==> src/hdl/spr_pkg.sv <==
package spr_pkg;

   localparam int NUM_MOTORS_DEFAULT = 4;

   localparam int OPCODE_W = 2;
   localparam int MOTOR_W  = 2;
   localparam int COUNT_W  = 16;
   localparam int MASK_W   = 4;
   localparam int PERIOD_W = 16;
   localparam int CMP_W    = 15;
   localparam int CSR_IDX_W  = 2;
   localparam int CSR_DATA_W = 16;

   localparam logic [PERIOD_W-1:0] RESET_START_PERIOD  = 16'd1000;
   localparam logic [PERIOD_W-1:0] RESET_TARGET_PERIOD = 16'd300;
   localparam logic [PERIOD_W-1:0] RESET_RAMP_INTERVAL = 16'd200;
   localparam logic [PERIOD_W-1:0] RESET_PERIOD_STEP   = 16'd50;
   localparam logic [PERIOD_W-1:0] RESET_PERIOD        = 16'd1000;
   localparam logic [PERIOD_W-1:0] MIN_PERIOD          = 16'd2;

   typedef enum logic [OPCODE_W-1:0] {
      OP_TICK  = 2'd0,
      OP_START = 2'd1,
      OP_STOP  = 2'd2
   } spr_opcode_type;

   typedef enum logic [CSR_IDX_W-1:0] {
      CSR_START_PERIOD  = 2'd0,
      CSR_TARGET_PERIOD = 2'd1,
      CSR_RAMP_INTERVAL = 2'd2,
      CSR_PERIOD_STEP   = 2'd3
   } spr_csr_index_type;

   // Decoded command; start and stop are only set for a motor that exists.
   typedef struct packed {
      logic                 tick;
      logic                 start;
      logic                 stop;
      logic [MOTOR_W-1:0]   motor;
      logic [COUNT_W-1:0]   count;
      logic                 dir;
      logic                 lin;
      logic                 restart;
   } spr_cmd_type;

   typedef struct packed {
      logic [PERIOD_W-1:0] start_period;
      logic [PERIOD_W-1:0] target_period;
      logic [PERIOD_W-1:0] ramp_interval;
      logic [PERIOD_W-1:0] period_step;
   } spr_cfg_type;

   function automatic logic [PERIOD_W-1:0] clamp_period(input logic [PERIOD_W-1:0] p);
      return (p < MIN_PERIOD) ? MIN_PERIOD : p;
   endfunction

endpackage

==> src/hdl/spr_motor_bank.sv <==
module spr_motor_bank #(
   parameter int NUM_MOTORS = spr_pkg::NUM_MOTORS_DEFAULT
) (
   input  logic                        clock,
   input  logic                        reset,
   input  logic                        fire,
   input  spr_pkg::spr_cmd_type        cmd,
   output logic [spr_pkg::MASK_W-1:0]  enable_mask_in,
   output logic [spr_pkg::MASK_W-1:0]  direction_mask_in,
   output logic [spr_pkg::MASK_W-1:0]  finished_mask_in,
   output logic                        any_target_in
);

   localparam int EXT_W = (NUM_MOTORS > spr_pkg::MASK_W) ? NUM_MOTORS : spr_pkg::MASK_W;

   logic [spr_pkg::COUNT_W-1:0] target_ff [NUM_MOTORS];
   logic [spr_pkg::COUNT_W-1:0] done_ff   [NUM_MOTORS];
   logic [spr_pkg::COUNT_W-1:0] target_in [NUM_MOTORS];
   logic [spr_pkg::COUNT_W-1:0] done_in   [NUM_MOTORS];
   logic [NUM_MOTORS-1:0]       en_ff, en_in;
   logic [NUM_MOTORS-1:0]       dir_ff, dir_in;
   logic [NUM_MOTORS-1:0]       fin;
   logic [EXT_W-1:0]            en_ext, dir_ext, fin_ext;

   always_comb begin
      logic                        sel;
      logic [spr_pkg::COUNT_W-1:0] done_inc;
      any_target_in = 1'b0;
      for (int i = 0; i < NUM_MOTORS; i++) begin
         sel = ({30'd0, cmd.motor} == 32'(i));
         done_inc = done_ff[i] + 1'b1;
         target_in[i] = target_ff[i];
         done_in[i]   = done_ff[i];
         en_in[i]     = en_ff[i];
         dir_in[i]    = dir_ff[i];
         fin[i]       = 1'b0;
         if (cmd.tick) begin
            if (target_ff[i] != '0) begin
               done_in[i] = done_inc;
               if (done_inc >= target_ff[i]) begin
                  en_in[i]     = 1'b0;
                  target_in[i] = '0;
                  fin[i]       = 1'b1;
               end
            end
         end else if (sel && cmd.start) begin
            dir_in[i] = cmd.dir;
            if (cmd.count == '0) begin
               en_in[i]     = 1'b0;
               target_in[i] = '0;
               done_in[i]   = '0;
            end else begin
               en_in[i]     = 1'b1;
               target_in[i] = cmd.count;
               done_in[i]   = '0;
            end
         end else if (sel && cmd.stop) begin
            en_in[i]     = 1'b0;
            target_in[i] = '0;
            done_in[i]   = '0;
         end
         if (target_in[i] != '0) begin
            any_target_in = 1'b1;
         end
      end
   end

   always_ff @(posedge clock) begin
      if (reset) begin
         en_ff  <= '0;
         dir_ff <= '0;
         for (int i = 0; i < NUM_MOTORS; i++) begin
            target_ff[i] <= '0;
            done_ff[i]   <= '0;
         end
      end else if (fire) begin
         en_ff  <= en_in;
         dir_ff <= dir_in;
         for (int i = 0; i < NUM_MOTORS; i++) begin
            target_ff[i] <= target_in[i];
            done_ff[i]   <= done_in[i];
         end
      end
   end

   // Masks are fixed at four bits; motors beyond that are not reported.
   assign en_ext  = EXT_W'(en_in);
   assign dir_ext = EXT_W'(dir_in);
   assign fin_ext = EXT_W'(fin);
   assign enable_mask_in    = en_ext[spr_pkg::MASK_W-1:0];
   assign direction_mask_in = dir_ext[spr_pkg::MASK_W-1:0];
   assign finished_mask_in  = fin_ext[spr_pkg::MASK_W-1:0];

endmodule

==> src/hdl/spr_ramp.sv <==
module spr_ramp (
   input  logic                          clock,
   input  logic                          reset,
   input  logic                          fire,
   input  spr_pkg::spr_cmd_type          cmd,
   input  spr_pkg::spr_cfg_type          cfg,
   input  logic                          any_target_in,
   output logic [spr_pkg::PERIOD_W-1:0]  period_in,
   output logic                          armed_in
);

   logic [spr_pkg::PERIOD_W-1:0] period_ff;
   logic [spr_pkg::PERIOD_W-1:0] ticks_ff, ticks_in;
   logic                         armed_ff;
   logic                         linear_ff, linear_in;
   logic                         fresh_ff, fresh_in;

   always_comb begin
      logic [spr_pkg::PERIOD_W-1:0] ticks_inc;
      logic [spr_pkg::PERIOD_W-1:0] np;
      logic                         fresh_eff;
      ticks_inc = ticks_ff + 1'b1;
      np = (period_ff > cfg.period_step) ? (period_ff - cfg.period_step) : '0;
      if (np < cfg.target_period) begin
         np = cfg.target_period;
      end
      fresh_eff = fresh_ff | cmd.restart;
      period_in = period_ff;
      ticks_in  = ticks_ff;
      armed_in  = armed_ff;
      linear_in = linear_ff;
      fresh_in  = fresh_ff;
      if (cmd.tick) begin
         if (linear_ff && armed_ff) begin
            if (any_target_in) begin
               ticks_in = ticks_inc;
               if (ticks_inc >= cfg.ramp_interval) begin
                  ticks_in = '0;
                  if (period_ff > cfg.target_period) begin
                     period_in = spr_pkg::clamp_period(np);
                  end else begin
                     armed_in = 1'b0;
                  end
               end
            end else begin
               armed_in = 1'b0;
            end
         end
      end else if (cmd.start) begin
         linear_in = cmd.lin;
         fresh_in  = fresh_eff;
         if (cmd.count == '0) begin
            if (!any_target_in) begin
               fresh_in = 1'b1;
               armed_in = 1'b0;
            end
         end else if (fresh_eff) begin
            period_in = spr_pkg::clamp_period(cfg.start_period);
            armed_in  = cmd.lin;
            if (cmd.lin) begin
               ticks_in = '0;
            end
            fresh_in = 1'b0;
         end
      end else if (cmd.stop) begin
         if (!any_target_in) begin
            fresh_in = 1'b1;
            armed_in = 1'b0;
         end
      end
   end

   always_ff @(posedge clock) begin
      if (reset) begin
         period_ff <= spr_pkg::RESET_PERIOD;
         ticks_ff  <= '0;
         armed_ff  <= 1'b0;
         linear_ff <= 1'b1;
         fresh_ff  <= 1'b1;
      end else if (fire) begin
         period_ff <= period_in;
         ticks_ff  <= ticks_in;
         armed_ff  <= armed_in;
         linear_ff <= linear_in;
         fresh_ff  <= fresh_in;
      end
   end

endmodule

==> src/hdl/stepper_pulse_ramp_controller.sv <==
// Channel   Direction  Handshake              Contents
// req_      in         req_valid/req_ready    opcode, motor, pulse count, direction, mode, restart
// rsp_      out        rsp_valid/rsp_ready    enable/direction/finished masks, reload, compare, flags
// csr_      in         csr_valid/csr_ready    register index and 16-bit write data
//
// A request transfer lands in an input register; once the result register is free or being
// emptied, the motor bank and the ramp unit work it out in one pass and the result register
// takes it. A new item can therefore follow in every cycle while responses are not stalled.
// Reset is synchronous and active high; it restores all configuration and motor state.
// A stalled response holds its register; the input register then waits, and the request
// channel is only held off once both registers are full. The CSR port is always ready.
module stepper_pulse_ramp_controller #(
   parameter int NUM_MOTORS = spr_pkg::NUM_MOTORS_DEFAULT
) (
   input  logic                            clock,
   input  logic                            reset,

   input  logic                            req_valid,
   output logic                            req_ready,
   input  logic [spr_pkg::OPCODE_W-1:0]    req_opcode,
   input  logic [spr_pkg::MOTOR_W-1:0]     req_motor,
   input  logic [spr_pkg::COUNT_W-1:0]     req_pulse_count,
   input  logic                            req_direction,
   input  logic                            req_linear_move,
   input  logic                            req_restart_ramp,

   output logic                            rsp_valid,
   input  logic                            rsp_ready,
   output logic [spr_pkg::MASK_W-1:0]      rsp_enable_mask,
   output logic [spr_pkg::MASK_W-1:0]      rsp_direction_mask,
   output logic [spr_pkg::MASK_W-1:0]      rsp_finished_mask,
   output logic [spr_pkg::PERIOD_W-1:0]    rsp_reload_value,
   output logic [spr_pkg::CMP_W-1:0]       rsp_compare_value,
   output logic                            rsp_any_running,
   output logic                            rsp_ramp_active,

   input  logic                            csr_valid,
   output logic                            csr_ready,
   input  logic [spr_pkg::CSR_IDX_W-1:0]   csr_index,
   input  logic [spr_pkg::CSR_DATA_W-1:0]  csr_data
);

   // Configuration registers.
   spr_pkg::spr_cfg_type cfg_ff;

   // Input register: holds one accepted request until it is worked out.
   logic                          in_valid_ff;
   logic [spr_pkg::OPCODE_W-1:0]  in_opcode_ff;
   logic [spr_pkg::MOTOR_W-1:0]   in_motor_ff;
   logic [spr_pkg::COUNT_W-1:0]   in_count_ff;
   logic                          in_dir_ff;
   logic                          in_lin_ff;
   logic                          in_restart_ff;

   // Result register.
   logic                          out_valid_ff;
   logic [spr_pkg::MASK_W-1:0]    out_en_ff, out_dir_ff, out_fin_ff;
   logic [spr_pkg::PERIOD_W-1:0]  out_reload_ff;
   logic                          out_any_ff, out_armed_ff;

   logic                          fire;
   logic                          motor_ok;
   spr_pkg::spr_cmd_type          cmd;
   logic [spr_pkg::MASK_W-1:0]    en_mask_in, dir_mask_in, fin_mask_in;
   logic                          any_target_in;
   logic [spr_pkg::PERIOD_W-1:0]  period_in;
   logic                          armed_in;
   logic [spr_pkg::PERIOD_W-1:0]  reload_in;

   // The held item is worked out whenever the result register is free or being emptied.
   assign fire      = in_valid_ff && (!out_valid_ff || rsp_ready);
   assign req_ready = !in_valid_ff || fire;
   assign csr_ready = 1'b1;

   assign motor_ok = ({30'd0, in_motor_ff} < 32'(NUM_MOTORS));

   // Decode; an unused opcode leaves every flag low, and a start or stop for a motor that does
   // not exist leaves its flag low, so such an item only reports the present state.
   always_comb begin
      cmd         = '0;
      cmd.motor   = in_motor_ff;
      cmd.count   = in_count_ff;
      cmd.dir     = in_dir_ff;
      cmd.lin     = in_lin_ff;
      cmd.restart = in_restart_ff;
      case (in_opcode_ff)
         spr_pkg::OP_TICK:  cmd.tick  = 1'b1;
         spr_pkg::OP_START: cmd.start = motor_ok;
         spr_pkg::OP_STOP:  cmd.stop  = motor_ok;
         default:           cmd.tick  = 1'b0;
      endcase
   end

   spr_motor_bank #(
      .NUM_MOTORS (NUM_MOTORS)
   ) u_motor_bank (
      .clock             (clock),
      .reset             (reset),
      .fire              (fire),
      .cmd               (cmd),
      .enable_mask_in    (en_mask_in),
      .direction_mask_in (dir_mask_in),
      .finished_mask_in  (fin_mask_in),
      .any_target_in     (any_target_in)
   );

   spr_ramp u_ramp (
      .clock         (clock),
      .reset         (reset),
      .fire          (fire),
      .cmd           (cmd),
      .cfg           (cfg_ff),
      .any_target_in (any_target_in),
      .period_in     (period_in),
      .armed_in      (armed_in)
   );

   // The period never drops below two, so the reload value never wraps.
   assign reload_in = period_in - 1'b1;

   always_ff @(posedge clock) begin
      if (reset) begin
         cfg_ff.start_period  <= spr_pkg::RESET_START_PERIOD;
         cfg_ff.target_period <= spr_pkg::RESET_TARGET_PERIOD;
         cfg_ff.ramp_interval <= spr_pkg::RESET_RAMP_INTERVAL;
         cfg_ff.period_step   <= spr_pkg::RESET_PERIOD_STEP;
      end else if (csr_valid && csr_ready) begin
         case (csr_index)
            spr_pkg::CSR_START_PERIOD:  cfg_ff.start_period  <= csr_data;
            spr_pkg::CSR_TARGET_PERIOD: cfg_ff.target_period <= csr_data;
            spr_pkg::CSR_RAMP_INTERVAL: cfg_ff.ramp_interval <= csr_data;
            spr_pkg::CSR_PERIOD_STEP:   cfg_ff.period_step   <= csr_data;
            default:                    cfg_ff.period_step   <= cfg_ff.period_step;
         endcase
      end
   end

   always_ff @(posedge clock) begin
      if (reset) begin
         in_valid_ff <= 1'b0;
      end else if (req_ready) begin
         in_valid_ff <= req_valid;
      end
   end

   always_ff @(posedge clock) begin
      if (req_valid && req_ready) begin
         in_opcode_ff  <= req_opcode;
         in_motor_ff   <= req_motor;
         in_count_ff   <= req_pulse_count;
         in_dir_ff     <= req_direction;
         in_lin_ff     <= req_linear_move;
         in_restart_ff <= req_restart_ramp;
      end
   end

   always_ff @(posedge clock) begin
      if (reset) begin
         out_valid_ff <= 1'b0;
      end else if (fire) begin
         out_valid_ff <= 1'b1;
      end else if (rsp_ready) begin
         out_valid_ff <= 1'b0;
      end
   end

   always_ff @(posedge clock) begin
      if (fire) begin
         out_en_ff     <= en_mask_in;
         out_dir_ff    <= dir_mask_in;
         out_fin_ff    <= fin_mask_in;
         out_reload_ff <= reload_in;
         out_any_ff    <= any_target_in;
         out_armed_ff  <= armed_in;
      end
   end

   assign rsp_valid          = out_valid_ff;
   assign rsp_enable_mask    = out_en_ff;
   assign rsp_direction_mask = out_dir_ff;
   assign rsp_finished_mask  = out_fin_ff;
   assign rsp_reload_value   = out_reload_ff;
   assign rsp_compare_value  = out_reload_ff[spr_pkg::PERIOD_W-1:1];
   assign rsp_any_running    = out_any_ff;
   assign rsp_ramp_active    = out_armed_ff;

endmodule
==> config.mk <==
export PLATFORM = sky130hd
export DESIGN_NAME = stepper_pulse_ramp_controller
export DESIGN_NICKNAME = d
export VERILOG_FILES = /design/src/hdl/spr_pkg.sv /design/src/hdl/spr_motor_bank.sv /design/src/hdl/spr_ramp.sv /design/src/hdl/stepper_pulse_ramp_controller.sv
export SDC_FILE = /design/constraint.sdc
export NUM_CORES = 1
export LEC_CHECK = 0
export BUFFER_PORTS_ARGS = -buffer_cell sky130_fd_sc_hd__buf_2
export CORE_UTILIZATION = 60
export CTS_CLUSTER_DIAMETER = 50
export DETAILED_ROUTE_END_ITERATION = 10
export PLACE_DENSITY = 0.78
export SYNTH_ARGS = -nofsm -noshare
export SYNTH_HDL_FRONTEND = slang
export SYNTH_SLANG_ARGS = --single-unit
==> constraint.sdc <==
create_clock -name clock -period 8.6 [get_ports clock]
set_clock_uncertainty 0.1 [all_clocks]
set_input_delay 0.86 -clock clock [delete_from_list [all_inputs] [get_ports clock]]
set_output_delay 0.86 -clock clock [all_outputs]
set_load 0.05 [all_outputs]
==> run metrics <==
asr flop ratio synth=0; Worst setup EP type=register; Max transition margin=0.131; most common cell after layout, fill and taps aside=nand2_1; DR iter-0 viols=1312; Netlist cell types=81; final WL=47900 µm; ratio of cells with drive above 1 in the final layout=0.0985; vias in the first global route=14400; die width=174 µm; Placeable Area=28900 µm²; Least-Margin Pin Slew=1.30 ns; cell row count=62; IO Port Bufs=92; syn_nets=2132; WP data required=8.76 ns; met1 usage=0.403; DRC Markers=0; run status=finished clean; vias per cell=6.20; Initial Util=0.615; DP HPWL=35400 µm; fmax=0.142 GHz; Post-Synthesis Cells=1949; CP Data Arrival Time=7.21 ns; Hold Path Class=reg2reg; Top Usage Layer GRT=met2; commonest cells after routing, fill and taps aside=nand2_1, nor2_1, edfxtp_1; sequential element share of the synthesized area=0.428; Post-CTS Repair Setup Buffers=0; initial antenna violation count=0; M2 GR Usage=0.530; placed instance count=2340; number of flops mapped to enable cells by yosys=181; Final Non-Filler Cells=2405; Top FF cell, synth=edfxtp_1; vias=14900; Die Footprint=30300 µm²; CTS tree=done; Area growth syn-to-layout=10.2%; GRT Resource Usage Total=0.314; startpoint class of the critical path=register; M3 GR Usage=0.0363; Num CTS Buffers=36; crit path max fanout=13; Max Slew Vio Count=0; Cell Pwr Density=193 nW/µm²; synthesized area per cell=9.12 µm²; fin crit share=0.820; slack of the critical path=1.55 ns; wire length per cell=19.9 µm; number of synthesis warnings=0; worst IR drop on VDD=0.161 mV; clock tree sinks=290; total of max-cap violations=0; final hold violation count=0; CTS resizes=0; Final Wtd Congestion=0.963; Setup TNS=0 ns; first-pass GRT wire length=76000 µm; GRT overflow=0; DP Worst Slack=1.58 ns; # IOs=94; Fillers=2320; Leakage Power=7.86 nW; Final min period=7.05 ns; Final ANT Viol Nets=0; Synth Cell Area=17800 µm²; CTS clock-pin slew for the worst setup and hold paths=0.06 ns; synthesis-stage register bit count=290; die height=174 µm; Crit Path Class=reg2reg; number of H-tree levels=2; Ant. Diodes=0; Finish-stage setup viols=0; TritonRoute pass-1 iters=6; Clk Latency, worst-skew pair=0.52 ns; RSZ-0062 raised after global routing=false; cts hold-fix bufs=0; Nets=2177; clock root cell=clkbuf_16; Clock Tree Buf Depth=3; largest net degree at the start of global routing=76
[state kept, by name (all words and copies together), names as in the netlist]
register	count
cfg_ff	64
u_motor_bank.done_ff	64
u_motor_bank.target_ff	64
in_count_ff	16
rsp_reload_value	16
u_ramp.period_ff	16
u_ramp.ticks_ff	16
rsp_direction_mask	4
rsp_enable_mask	4
rsp_finished_mask	4
u_motor_bank.dir_ff	4
u_motor_bank.en_ff	4
in_motor_ff	2
in_opcode_ff	2
in_dir_ff	1
in_lin_ff	1
in_restart_ff	1
in_valid_ff	1
rsp_any_running	1
rsp_ramp_active	1
rsp_valid	1
u_ramp.armed_ff	1
u_ramp.fresh_ff	1
u_ramp.linear_ff	1
[layout make-up]
cell class	instances	area (µm²)	share of cell area
multi-input combinational	1425	9230	0.471
sequential	290	7620	0.389
clock buffer	47	1000	0.0513
timing repair buffer	108	583	0.0297
inverter	133	499	0.0255
tap	384	480	0.0245
clock inverter	18	191	0.00977
[power by group]
part	switching [mW]	internal [mW]
clock	0.610	0.897
combinational	0.418	0.229
sequential	0.0703	1.55
total	1.10	2.67
[per-layer routing]
layer | part of all wire | vias to the layer above
li1 | - | 7115
met4 | 0.049 | 0
met2 | 0.48 | 594
met5 | 0 | -
met1 | 0.40 | 7065
met3 | 0.065 | 146
[logic make-up (layout without fill, tap and decap cells)]
kind of cell,after synthesis,after routing,share of synthesized area
xor+xnor,92,92,0.0453
buf+inv,234,306,0.0535
fa+ha+maj,137,137,0.0968
mux,13,13,0.00767
flops,290,290,0.428
other cells,1,1,0.000211
simple gates,752,752,0.210
compound gates,430,430,0.158
[final timing paths]
kind / start / end / slack [ns] / cells past startpoint
min: cfg_ff[13]$_SDFFE_PP0P_ / cfg_ff[13]$_SDFFE_PP0P_ / 0.35 / 2
max reg2reg: u_ramp.period_ff[0]$_SDFFE_PP0P_ / rsp_reload_value[14]$_DFFE_PP_ / 1.55 / 24
max: u_ramp.period_ff[0]$_SDFFE_PP0P_ / rsp_reload_value[14]$_DFFE_PP_ / 1.55 / 24
min reg2reg: cfg_ff[13]$_SDFFE_PP0P_ / cfg_ff[13]$_SDFFE_PP0P_ / 0.35 / 2
[worst max-delay path: stages, from the launching register on]
cell and delay [ns]:
dfxtp_1 0.33, inv_1 0.09, ha_1 0.18, inv_1 0.06
fa_1 0.41, a21o_1 0.17, a21oi_1 0.28, o221ai_1 0.26
a211oi_1 0.62, or2_2 0.40, nor2_1 0.11, ha_1 0.31
and4_1 0.21, nand3_1 0.10, or4b_2 0.66, o21ai_1 0.62
a21oi_1 0.09, o32a_1 0.19, a221oi_1 0.30, nor3_1 0.12
nor2_1 0.26, ha_1 0.30, nand4b_1 0.18, nor4_1 0.35
xor2_1 0.11
[stage by stage]
stage	hold WS, ns	cell area (µm²)	utilization	total power, mW
after floorplan	0.336	17800	-	2.10
final	0.355	19600	0.677	3.77
after global routing	0.374	19600	0.677	3.91
after CTS	0.356	19600	0.677	3.78
after global placement	0.343	18400	0.636	2.26
after detailed placement	0.348	18400	0.636	2.28
[cells in the mapped netlist (6+ instances only)]
| cell | count | area, µm² |
|---|---|---|
| inv_1 | 132 | 495 |
| buf_4 | 16 | 120 |
| or2_2 | 10 | 62.6 |
| mux2i_1 | 8 | 80.1 |
| o211ai_1 | 8 | 60.1 |
| ha_1 | 136 | 1700 |
| nand3b_1 | 24 | 180 |
| o31ai_1 | 6 | 45.0 |
| a22oi_1 | 66 | 495 |
| dfxtp_1 | 109 | 2180 |
| clkbuf_1 | 74 | 278 |
| nor3_1 | 24 | 120 |
| o2111ai_1 | 6 | 52.6 |
| a31oi_1 | 8 | 50.1 |
| or4_1 | 6 | 45.0 |
| nor2_1 | 188 | 706 |
| nor4_1 | 27 | 169 |
| nor3b_1 | 8 | 60.1 |
| nor2b_1 | 49 | 307 |
| a211o_1 | 15 | 131 |
| o21a_1 | 13 | 97.6 |
| nand2b_1 | 18 | 113 |
| xnor2_1 | 49 | 429 |
| and2_1 | 14 | 87.6 |
| nand3_1 | 47 | 235 |
| a21o_1 | 18 | 135 |
| nand2_1 | 215 | 807 |
| o22ai_1 | 7 | 43.8 |
| o21ai_0 | 57 | 285 |
| nand4_1 | 35 | 219 |
| and3_1 | 57 | 357 |
| or3_1 | 9 | 56.3 |
| xor2_1 | 43 | 377 |
| a211oi_1 | 15 | 113 |
| edfxtp_1 | 181 | 5440 |
| a21oi_1 | 154 | 771 |
Note: power is estimated with default switching activity, not from simulation.
